$ cat config.mk
export PLATFORM = sky130hd
export DESIGN_NAME = sols_cell
export DESIGN_NICKNAME = d
export VERILOG_FILES = /design/src/rtl/self_organizing_list_count_search_defines.svh /design/src/rtl/sols_pkg.sv /design/src/rtl/sols_cell.sv
export SDC_FILE = /design/constraint.sdc
export NUM_CORES = 1
export LEC_CHECK = 0
export BUFFER_PORTS_ARGS = -buffer_cell sky130_fd_sc_hd__buf_2
export CORE_AREA = 2 2 144 146
export CTS_CLUSTER_SIZE = 10
export DETAILED_ROUTE_END_ITERATION = 6
export DIE_AREA = 0 0 146 148
export HOLD_SLACK_MARGIN = 0.06
export PLACE_DENSITY = 0.74
export SLEW_MARGIN = 20
export SYNTH_ARGS = -nofsm -noshare
export SYNTH_HDL_FRONTEND = slang
export SYNTH_SLANG_ARGS = --single-unit
$ cat constraint.sdc
create_clock -name clk -period 3.4 [get_ports clk]
set_input_delay 0.34 -clock clk [delete_from_list [all_inputs] [get_ports clk]]
set_output_delay 0.34 -clock clk [all_outputs]
set_load 0.05 [all_outputs]
$ cat src/rtl/self_organizing_list_count_search_defines.svh
// assertion macros for the self-organizing list
`ifndef SELF_ORGANIZING_LIST_COUNT_SEARCH_DEFINES_SVH
`define SELF_ORGANIZING_LIST_COUNT_SEARCH_DEFINES_SVH

// same-cycle implication, checked on clk, off during reset
`define SOLS_ASSERT_NOW(label, ante, cons, msg) \
	label: assert property (@(posedge clk) disable iff (!arst_n) (ante) |-> (cons)) \
		else $error(msg);

// next-cycle implication, checked on clk, off during reset
`define SOLS_ASSERT_NEXT(label, ante, cons, msg) \
	label: assert property (@(posedge clk) disable iff (!arst_n) (ante) |=> (cons)) \
		else $error(msg);

`endif

$ cat src/rtl/sols_pkg.sv
package sols_pkg;

	localparam int unsigned ENTRIES = 256;
	localparam int unsigned IDX_W = (ENTRIES > 1) ? $clog2(ENTRIES) : 1;
	localparam int unsigned SLOT_W = 8;
	localparam int unsigned POS_W = 8;
	localparam int unsigned KEY_W = 16;
	localparam int unsigned CNT_W = 32;
	localparam int unsigned CMP_W = (IDX_W > SLOT_W) ? IDX_W : SLOT_W;

	localparam logic [CNT_W-1:0] CNT_MAX = '1;

	// item kinds
	localparam logic MODE_LOAD = 1'b0;
	localparam logic MODE_SEARCH = 1'b1;

	typedef logic [IDX_W-1:0] idx_t;
	typedef logic [POS_W-1:0] pos_t;
	typedef logic [CMP_W-1:0] cmp_t;
	typedef logic [KEY_W-1:0] key_t;
	typedef logic [CNT_W-1:0] cnt_t;

	typedef enum logic {
		ST_IDLE,
		ST_BUSY
	} state_t;

	// one result item
	typedef struct packed {
		logic found;
		pos_t found_at;
		pos_t moved_to;
		cnt_t hit_count;
	} res_t;

	// result travelling back toward slot 0
	typedef struct packed {
		logic v;
		res_t res;
	} rsp_t;

	// broadcast to every cell
	typedef struct packed {
		logic load;
		logic [SLOT_W-1:0] slot;
		key_t key;
		key_t skey;
	} cmd_t;

	// link from a cell to the one behind it
	typedef struct packed {
		logic scan;
		key_t key;
		cnt_t cnt;
	} fwd_t;

	// link from a cell to the one in front of it
	typedef struct packed {
		logic bub;
		logic swap;
		pos_t at;
		key_t key;
		cnt_t cnt;
		rsp_t rsp;
	} bwd_t;

endpackage

$ cat src/rtl/sols_cell.sv
module sols_cell (
	input  logic            clk,
	input  logic            arst_n,
	input  sols_pkg::idx_t  idx,
	input  sols_pkg::cmd_t  cmd,
	input  sols_pkg::fwd_t  fin,
	input  sols_pkg::bwd_t  bin,
	output sols_pkg::fwd_t  fout,
	output sols_pkg::bwd_t  bout
);

	sols_pkg::key_t key_q;
	sols_pkg::cnt_t cnt_q;
	logic           scan_q;
	logic           bub_q;
	sols_pkg::pos_t at_q;
	sols_pkg::rsp_t rsp_q;

	logic           match;
	logic           hit;
	logic           is_first;
	logic           swap;
	logic           stop;
	logic           take;
	logic           load_hit;
	sols_pkg::cnt_t cnt_inc;

	assign match    = (key_q == cmd.skey);
	assign hit      = scan_q && match;
	assign is_first = (idx == '0);
	// move forward only past a strictly smaller count
	assign swap     = bub_q && !is_first && (fin.cnt < cnt_q);
	assign stop     = bub_q && !swap;
	assign take     = bin.bub && bin.swap;
	assign load_hit = cmd.load && (sols_pkg::cmp_t'(cmd.slot) == sols_pkg::cmp_t'(idx));
	assign cnt_inc  = (cnt_q == sols_pkg::CNT_MAX) ? cnt_q : cnt_q + 1'b1;

	assign fout = '{scan: scan_q && !match, key: key_q, cnt: cnt_q};
	assign bout = '{bub: bub_q, swap: swap, at: at_q, key: key_q, cnt: cnt_q, rsp: rsp_q};

	always_ff @(posedge clk or negedge arst_n) begin
		if (!arst_n) begin
			key_q  <= '0;
			cnt_q  <= '0;
			scan_q <= 1'b0;
			bub_q  <= 1'b0;
			at_q   <= '0;
			rsp_q  <= '0;
		end else begin
			scan_q <= fin.scan;
			bub_q  <= hit || take;
			if (hit) begin
				at_q <= sols_pkg::pos_t'(idx);
			end else if (take) begin
				at_q <= bin.at;
			end
			if (take) begin
				key_q <= bin.key;
				cnt_q <= bin.cnt;
			end else if (swap) begin
				key_q <= fin.key;
				cnt_q <= fin.cnt;
			end else if (load_hit) begin
				key_q <= cmd.key;
				cnt_q <= '0;
			end else if (hit) begin
				cnt_q <= cnt_inc;
			end
			if (stop) begin
				rsp_q <= '{v: 1'b1, res: '{found: 1'b1, found_at: at_q,
					moved_to: sols_pkg::pos_t'(idx), hit_count: cnt_q}};
			end else begin
				rsp_q <= bin.rsp;
			end
		end
	end

endmodule

[Word level (Yosys, flattened, before mapping)]
Cells that the tools add are included.
Operators by class
  multiplexer cells: 11
  multiply operators: 0
  shift-type cells: 0
  divide/modulo/power cells: 0
  reduce and logical (&&, ||, !) cells: 16
  eq/ne operators: 4
  $lt $le $gt $ge: 1
  bitwise logic cells: 0
  add/subtract/negate cells: 1
Operators by type and width (count)
  32-bit 2-to-1 mux: 5
  50-bit 2-to-1 mux: 1
  16-bit 2-to-1 mux: 3
  32-bit by 1-bit adder with 32-bit output (second input constant): 1
  32-bit == test (second input constant): 1
  32-bit less-than comparator: 1
  16-bit == test: 1
  8-bit 2-to-1 mux: 2
  8-bit == test: 1
  8-bit logical NOT: 1
  1-bit logical AND: 7
  4-bit != test (second input constant): 1
  4-bit nonzero test: 1
  1-bit logical NOT: 3
  3-bit nonzero test: 1
  2-bit AND reduction: 1
  2-bit nonzero test: 1
  1-bit logical OR: 1
Word-level totals
  memories: 0
  output and inout bits: 157
  flip-flop bits (word level): 108
  bits in latches: 0
  bits in writable memories: 0
  input bits: 208
  memory bits (read-only): 0

[Longest topological paths before layout]
Gate-level depths: netlist (run 1).
  word-level depth: 7
  mapped depth: 13
  gate-level depth less buffers: 10

[Least setup slack after synthesis (run 1)]
OpenSTA, ideal clock, no wires.
  path type: register -> output
  start point: register cnt_q[14]
  end point: output bout[106] (netlist bit)
  data required time: 3.060 ns
  arrival time: 2.662 ns
  path slack: 0.398 ns
  cell stages (with the launch flop): 13
  cell sequence: dfrtp_1 inv_1 ha_1 a21oi_1 nand2_1 a221oi_1 o21ai_1 a21o_1 buf_2 inv_2 buf_2 buf_2 buf_4
Between the ends
  word-level cells in the longest chain between the ends: 2
RTL lines
  from (decl): RTL line sols_cell.sv:13  | sols_pkg::cnt_t cnt_q;
  from (signal assigned): RTL line sols_cell.sv:59  | cnt_q <= bin.cnt;
  from (signal assigned): RTL line sols_cell.sv:62  | cnt_q <= fin.cnt;
  from (signal assigned): RTL line sols_cell.sv:67  | cnt_q <= cnt_inc;
  32-bit less-than comparator: RTL line sols_cell.sv:32  | assign swap = bub_q && !is_first && (fin.cnt < cnt_q);
  1-bit logical AND: RTL line sols_cell.sv:32
  to (decl): RTL line sols_cell.sv:9  | output sols_pkg::bwd_t bout
No other way between the ends.

==> out/qor.csv, run 1 <==
stage,metric,value,unit
yosys,synth-seq-cells,108,
yosys,yosysSeqAreaShare,0.371,
status,status,finished clean,
critical_path,r2r_slack,0.29,ns
critical_path,cp_max_fo,27,
worst_hold_path,hold_class,in -> async,
cells_and_area,area_growth,28.3,%
routing,drt_iter0_drc,746,
placement,io_buffer_count,364,
yosys,synthDistinctLibCells,49,
floorplanning,die_area,0.0216,mm²
yosys,yosysMostFrequentCell,dfrtp_1,
floorplanning,core.rowCount,52,
yosys,async_reset_ff_frac,1.00,
grt,antenna_found_initial,3,
yosys,syn_inst,820,
timing,fin_ws,0.154,ns
placement,pre_cts_ws,0.220,ns
placement,hpwl,21300,µm
power_and_ir_drop,p_leak,4.57,nW
routing,ant_nets,0,
critical_path,required,3.06,ns
timing,setup_violations,0,
floorplanning,core_area,0.0200,mm²
critical_path,critical-path-top-delay-family,buffers and inverters,
cts,clock_sinks,108,
timing,finalSetupTns,0,ns
critical_path,slowest_stage,dfrtp_1,
yosys,synth_top_flop_cell,dfrtp_1,
grt,grt_pass1_wl,42600,µm
yosys,synthTopCellsByCount,"dfrtp_1, o21ai_0, nand2_1",
cts,postCtsSetupRepairBufs,0,
cts,cts_buffers,9,
routing,wire_per_inst,20.0,µm
yosys,yosysWarnings,0,
cts,clk_pin_slew,0.08,ns
routing,drc,0,
grt,grt.total_usage,0.253,
cells_and_area,drive_gt1_frac,0.406,
critical_path,crit_arrival,2.91,ns
grt,grt-ovfl-total,0,
timing,max_freq,308,MHz
routing,viasPerCell,5.41,
yosys,synth_top_area_share,0.371,
cts,holdBufCountCts,0,
grt,grt_pass1_vias,7305,
timing,skew,0.0106,ns
cts,clk_latency,0.36,ns
yosys,synth_nets,1060,
timing,finalHoldViolCount,0,
grt,grt_max_degree,69,
cells_and_area,stdcell_count,1389,
cts,clockBufferDepth,2,
critical_path,cp.buffers_inverters,3,
critical_path,cp-start-kind,flip-flop,
critical_path,crit_chain,inv_1 > ha_1 > and4_1 > a221oi_1 > o21ai_1 > a21o_2 > inv_4 > buf_2,
yosys,syn_area,0.00728,mm²
timing,finalMaxSlewViolations,0,
cells_and_area,layout.nets,1353,
timing,fin_crit,3.25,ns
floorplanning,io_pins,365,
timing,max_slew_margin,0.394,
placement,gp_congestion,0.960,
floorplanning,die_h,148,µm
floorplanning,initial_core_util,0.363,
critical_path,end_kind,primary output,
yosys,yosys-top-cells-area,"dfrtp_1, o21ai_0, xnor2_1",
yosys,post-synth-top-area-cell,dfrtp_1,
power_and_ir_drop,ir_drop,0.000475,V
cts,h-tree-depth,3,
timing,whs,0.0858,ns
timing,tightest_slew,0.910,ns
power_and_ir_drop,powerDensity,823,mW/mm²
routing,first_pass_iters,6,
floorplanning,dieWidth,146,µm
routing,vias,7516,
timing,finalCritPeriodShare,0.955,
yosys,synth_edf_count,0,
placement,placed_cells,1372,
routing,wl,27800,µm
critical_path,worst_path_largest_cell_delay,0.55,ns
critical_path,crit_type,reg -> out,
cts,root_buffer,clkbuf_16,
timing,rsz0062_at_grt,false,
cts,tritoncts,yes,
flow_run,maxCapViolCount,0,
yosys,syn_area_per_cell,8.87,µm²
## worst paths after layout
path                              to  depth (start not counted)      start
hold / removal              bout[48]                          1     arst_n
max in group asynchronous   key_q[5]                          2     arst_n
hold reg to reg             bout[44]                          1    at_q[4]
setup reg to reg            key_q[1]                          9  cnt_q[30]
setup / recovery           bout[106]                          8  cnt_q[13]
min in group clk              scan_q                          1    fin[48]
## power by group
| part | switching [W] | leakage [nW] | internal, W |
|---|---|---|---|
| Combinational | 0.00334 | 3.14 | 0.00123 |
| Sequential | 0.000445 | 1.30 | 0.00159 |
| Clock | 0.000562 | 0.136 | 0.000515 |
## layout by cell type (no fill, tap or decap), drive strengths merged, types with 2 or more instances in the layout
master / count
a211oi: 21
a21oi: 45
a221oi: 5
a31oi: 15
and2: 2
and3: 3
and4: 7
buf: 389
clkbuf: 10
dfrtp: 108
ha: 32
inv: 38
mux2: 33
mux2i: 21
nand2: 57
nand2b: 2
nand3: 44
nand4: 14
nor2: 52
nor2b: 3
nor3: 12
nor4: 9
o21ai: 90
o22ai: 8
o31ai: 15
o32ai: 8
or3: 12
or4: 3
xnor2: 49
## layout make-up
cell class / count / area [µm²]
clock buffer: 10 / 229
timing repair buffer: 389 / 2040
fill: 1954 / 10700
clock inverter: 6 / 53.8
tap: 270 / 338
multi-input combinational: 571 / 3840
inverter: 34 / 130
sequential: 108 / 2700
antenna: 1 / 2.50
## through the flow
| step | power [W] | instance area, µm² | utilization |
|---|---|---|---|
| 2_1_floorplan | 0.00559 | 7280 | - |
| 5_1_grt | 0.00809 | 9330 | 0.466 |
| 6_report | 0.00769 | 9340 | 0.466 |
| 3_5_place_dp | 0.00659 | 9040 | 0.451 |
| 4_1_cts | 0.00767 | 9330 | 0.465 |
| 3_3_place_gp | 0.00654 | 9040 | 0.451 |
## sequential cells by signal, indices dropped and copies added (netlist names)
register,count
at_q,8
bout,50
bub_q,1
cnt_q,32
key_q,16
scan_q,1
## logic make-up after synthesis
logic type,Yosys count,synth area share
AOI/OAI and AO/OA,214,0.178
xor gates and xnor gates,49,0.0590
adders and majority gates,32,0.0550
buffers and inverters,141,0.104
DFF,108,0.371
muxes,54,0.0800
and+or+nand+nor,222,0.153
## timing repair
action | CTS | global route
endpoints found under the hold margin | 0 | 0
gates resized for setup | 0 | 4
setup endpoints to repair | 0 | 6
## per-layer routing
| layer | share of wire | global-route usage | up-vias |
|---|---|---|---|
| li1 | - | - | 3483 |
| met1 | 0.41 | 0.336 | 3539 |
| met2 | 0.47 | 0.415 | 431 |
| met3 | 0.092 | 0.0519 | 59 |
| met4 | 0.027 | 0.0864 | 4 |
| met5 | 0.00086 | 0 | - |
(Power assumes the default switching activity.)
==> inputs of run 2 (changes only) <==
--- a/config.mk
+++ b/config.mk
@@ -6,12 +6,13 @@
 export NUM_CORES = 1
 export LEC_CHECK = 0
 export BUFFER_PORTS_ARGS = -buffer_cell sky130_fd_sc_hd__buf_2
-export CORE_AREA = 2 2 144 146
+export CORE_ASPECT_RATIO = 0.5
+export CORE_MARGIN = 4
+export CORE_UTILIZATION = 47
 export CTS_CLUSTER_SIZE = 10
 export DETAILED_ROUTE_END_ITERATION = 6
-export DIE_AREA = 0 0 146 148
 export HOLD_SLACK_MARGIN = 0.06
-export PLACE_DENSITY = 0.74
+export PLACE_DENSITY = 0.9
 export SLEW_MARGIN = 20
 export SYNTH_ARGS = -nofsm -noshare
 export SYNTH_HDL_FRONTEND = slang
==> run 2 against run 1 <==
Effect of this change: highest routed layer is now met4; final cell count fell by 5.1%; non-clock buffer count up 2; register-to-register slack improved by 0.03 ns; hold slack worse by 0.0025 ns; count of clock-buffer cells in the layout unchanged.
==> out/qor.csv, run 2 (synthesis gave the netlist of run 1 again) <==
stage,metric,value,unit,change
placement,dpl_cell_area,0.00897,mm²,-0.83%
floorplanning,core.rowCount,31,,-40%
routing,first_pass_iters,5,,-1
floorplanning,dieWidth,184,µm,+26%
timing,finalHoldViolCount,0,,unchanged
cells_and_area,design_area,0.00928,mm²,-0.63%
critical_path,timing.rr.end,cnt_q[6],,
cts,clock_sinks,108,,unchanged
grt,grt_pass1_wl,42200,µm,-1.1%
placement,hpwl,21800,µm,+2.2%
timing,skew,0.00858,ns,-0.00204 ns
cells_and_area,layout.nets,1355,,+0.15%
routing,ant_nets,0,,unchanged
cts,clockBufferDepth,2,,unchanged
power_and_ir_drop,powerDensity,839,mW/mm²,+1.9%
timing,max_slew_margin,0.436,,+0.0421
floorplanning,initial_core_util,0.491,,+0.128
floorplanning,io_pins,365,,unchanged
floorplanning,core_area,0.0148,mm²,-26%
grt,grt.total_usage,0.307,,+0.0537
cells_and_area,final_common_cell,buf_2,,
timing,fin_crit,3.23,ns,-0.0171 ns
cells_and_area,stdcell_count,1318,,-5.1%
grt,grt_max_degree,69,,unchanged
worst_hold_path,hold_class,in -> async,,
critical_path,cp_max_fo,29,,+7.4%
status,status,finished clean,,
placement,gp_congestion,0.999,,+4.1%
cts,tritoncts,yes,,
placement,io_buffer_count,364,,unchanged
critical_path,required,3.06,ns,about the same
cts,holdBufCountCts,0,,unchanged
grt,grt-ovfl-total,0,,unchanged
flow_run,maxCapViolCount,0,,unchanged
cts,postCtsSetupRepairBufs,0,,unchanged
timing,tightest_slew,0.847,ns,-0.0631 ns
cts,cts_buffers,9,,unchanged
timing,max_freq,310,MHz,+0.53%
power_and_ir_drop,p_leak,4.59,nW,+0.40%
critical_path,cp-start-kind,flip-flop,,
cells_and_area,diodes,0,,-1
timing,finalCritPeriodShare,0.950,,-0.00503
routing,wl,28300,µm,+1.7%
routing,vias,7754,,+3.2%
routing,wire_per_inst,21.5,µm,+7.2%
grt,antenna_found_initial,0,,-3
placement,pre_cts_ws,0.307,ns,+0.0869 ns
routing,viasPerCell,5.88,,+8.7%
timing,fin_ws,0.171,ns,+0.0171 ns
critical_path,crit_type,reg -> out,,
critical_path,r2r_slack,0.32,ns,+0.03 ns
critical_path,crit_arrival,2.89,ns,-0.02 ns
cts,root_buffer,clkbuf_16,,
cts,h-tree-depth,3,,unchanged
critical_path,end_kind,primary output,,
timing,finalMaxSlewViolations,0,,unchanged
critical_path,r2r-start,cnt_q[29],,
timing,whs,0.0833,ns,-0.00247 ns
timing,finalSetupTns,0,ns,unchanged
grt,grt_pass1_vias,7552,,+3.4%
cells_and_area,area_growth,27.5,%,
cells_and_area,drive_gt1_frac,0.408,,+0.00195
floorplanning,die_area,0.0177,mm²,-18%
routing,drt_iter0_drc,746,,unchanged
timing,rsz0062_at_grt,false,,
cells_and_area,largest_reg_flops,50,,unchanged
timing,setup_violations,0,,unchanged
cts,clk_latency,0.35,ns,about the same
routing,drc,0,,unchanged
cts,clk_pin_slew,0.08,ns,about the same
floorplanning,die_h,96.0,µm,-35%
cells_and_area,final_cell_mix,"buf_2, dfrtp_1, o21ai_0, nand2_1, nor2_1",,
placement,placed_cells,1302,,-5.1%
critical_path,r2r_cells,11,,+2
power_and_ir_drop,ir_drop,0.000508,V,+6.9%
-- run 2: critical path, stage by stage (launching register included) --
cell and delay [ns]:
dfrtp_1 0.54, inv_1 0.22, ha_1 0.32, and4_1 0.19, a221oi_1 0.22, o21ai_1 0.13, a21o_2 0.35, inv_4 0.26
clkbuf_4 0.30
-- run 2: timing repair --
| action | in CTS | in global routing |
|---|---|---|
| endpoints found under the setup margin | 1 | 1 |
| gates cloned | 0 | 0 |
| gates resized for setup | 1 | 2 |
-- run 2: layout make-up --
class	instances	area, µm²
Clock buffer	10	239
Clock inverter	6	63.8
Tap cell	198	248
Timing Repair Buffer	391	2050
Fill cell	1241	5540
Inverter	34	130
Sequential cell	108	2700
Multi-Input combinational cell	571	3840
-- run 2: worst max-delay path by stage --
stage | from | end
after floorplan | cnt_q[14] | bout[106]
after global placement | cnt_q[13] | cnt_q[9]
after detailed placement | cnt_q[13] | cnt_q[25]
after CTS | cnt_q[13] | bout[106]
after global routing | cnt_q[12] | bout[106]
final | cnt_q[12] | bout[106]
-- run 2: through the flow --
stage                      util  power, W
after floorplan               -   0.00559
after global placement    0.605   0.00655
after detailed placement  0.605   0.00664
after CTS                 0.626   0.00774
after global routing      0.626   0.00813
final                     0.626   0.00778
-- run 2: layer usage --
layer	GRT usage	vias to the layer above	routed length [µm]
met2	0.516	542	13300
li1	-	3470	-
met3	0.0713	71	3080
met1	0.409	3671	11200
met4	0.0720	0	675
met5	0	-	0
-- run 2: report_power, final --
group,switching [W],total [W],internal [W]
Sequential,0.000423,0.00202,0.00160
Clock,0.000551,0.00109,0.000540
Combinational,0.00343,0.00467,0.00124
Total,0.00441,0.00778,0.00338
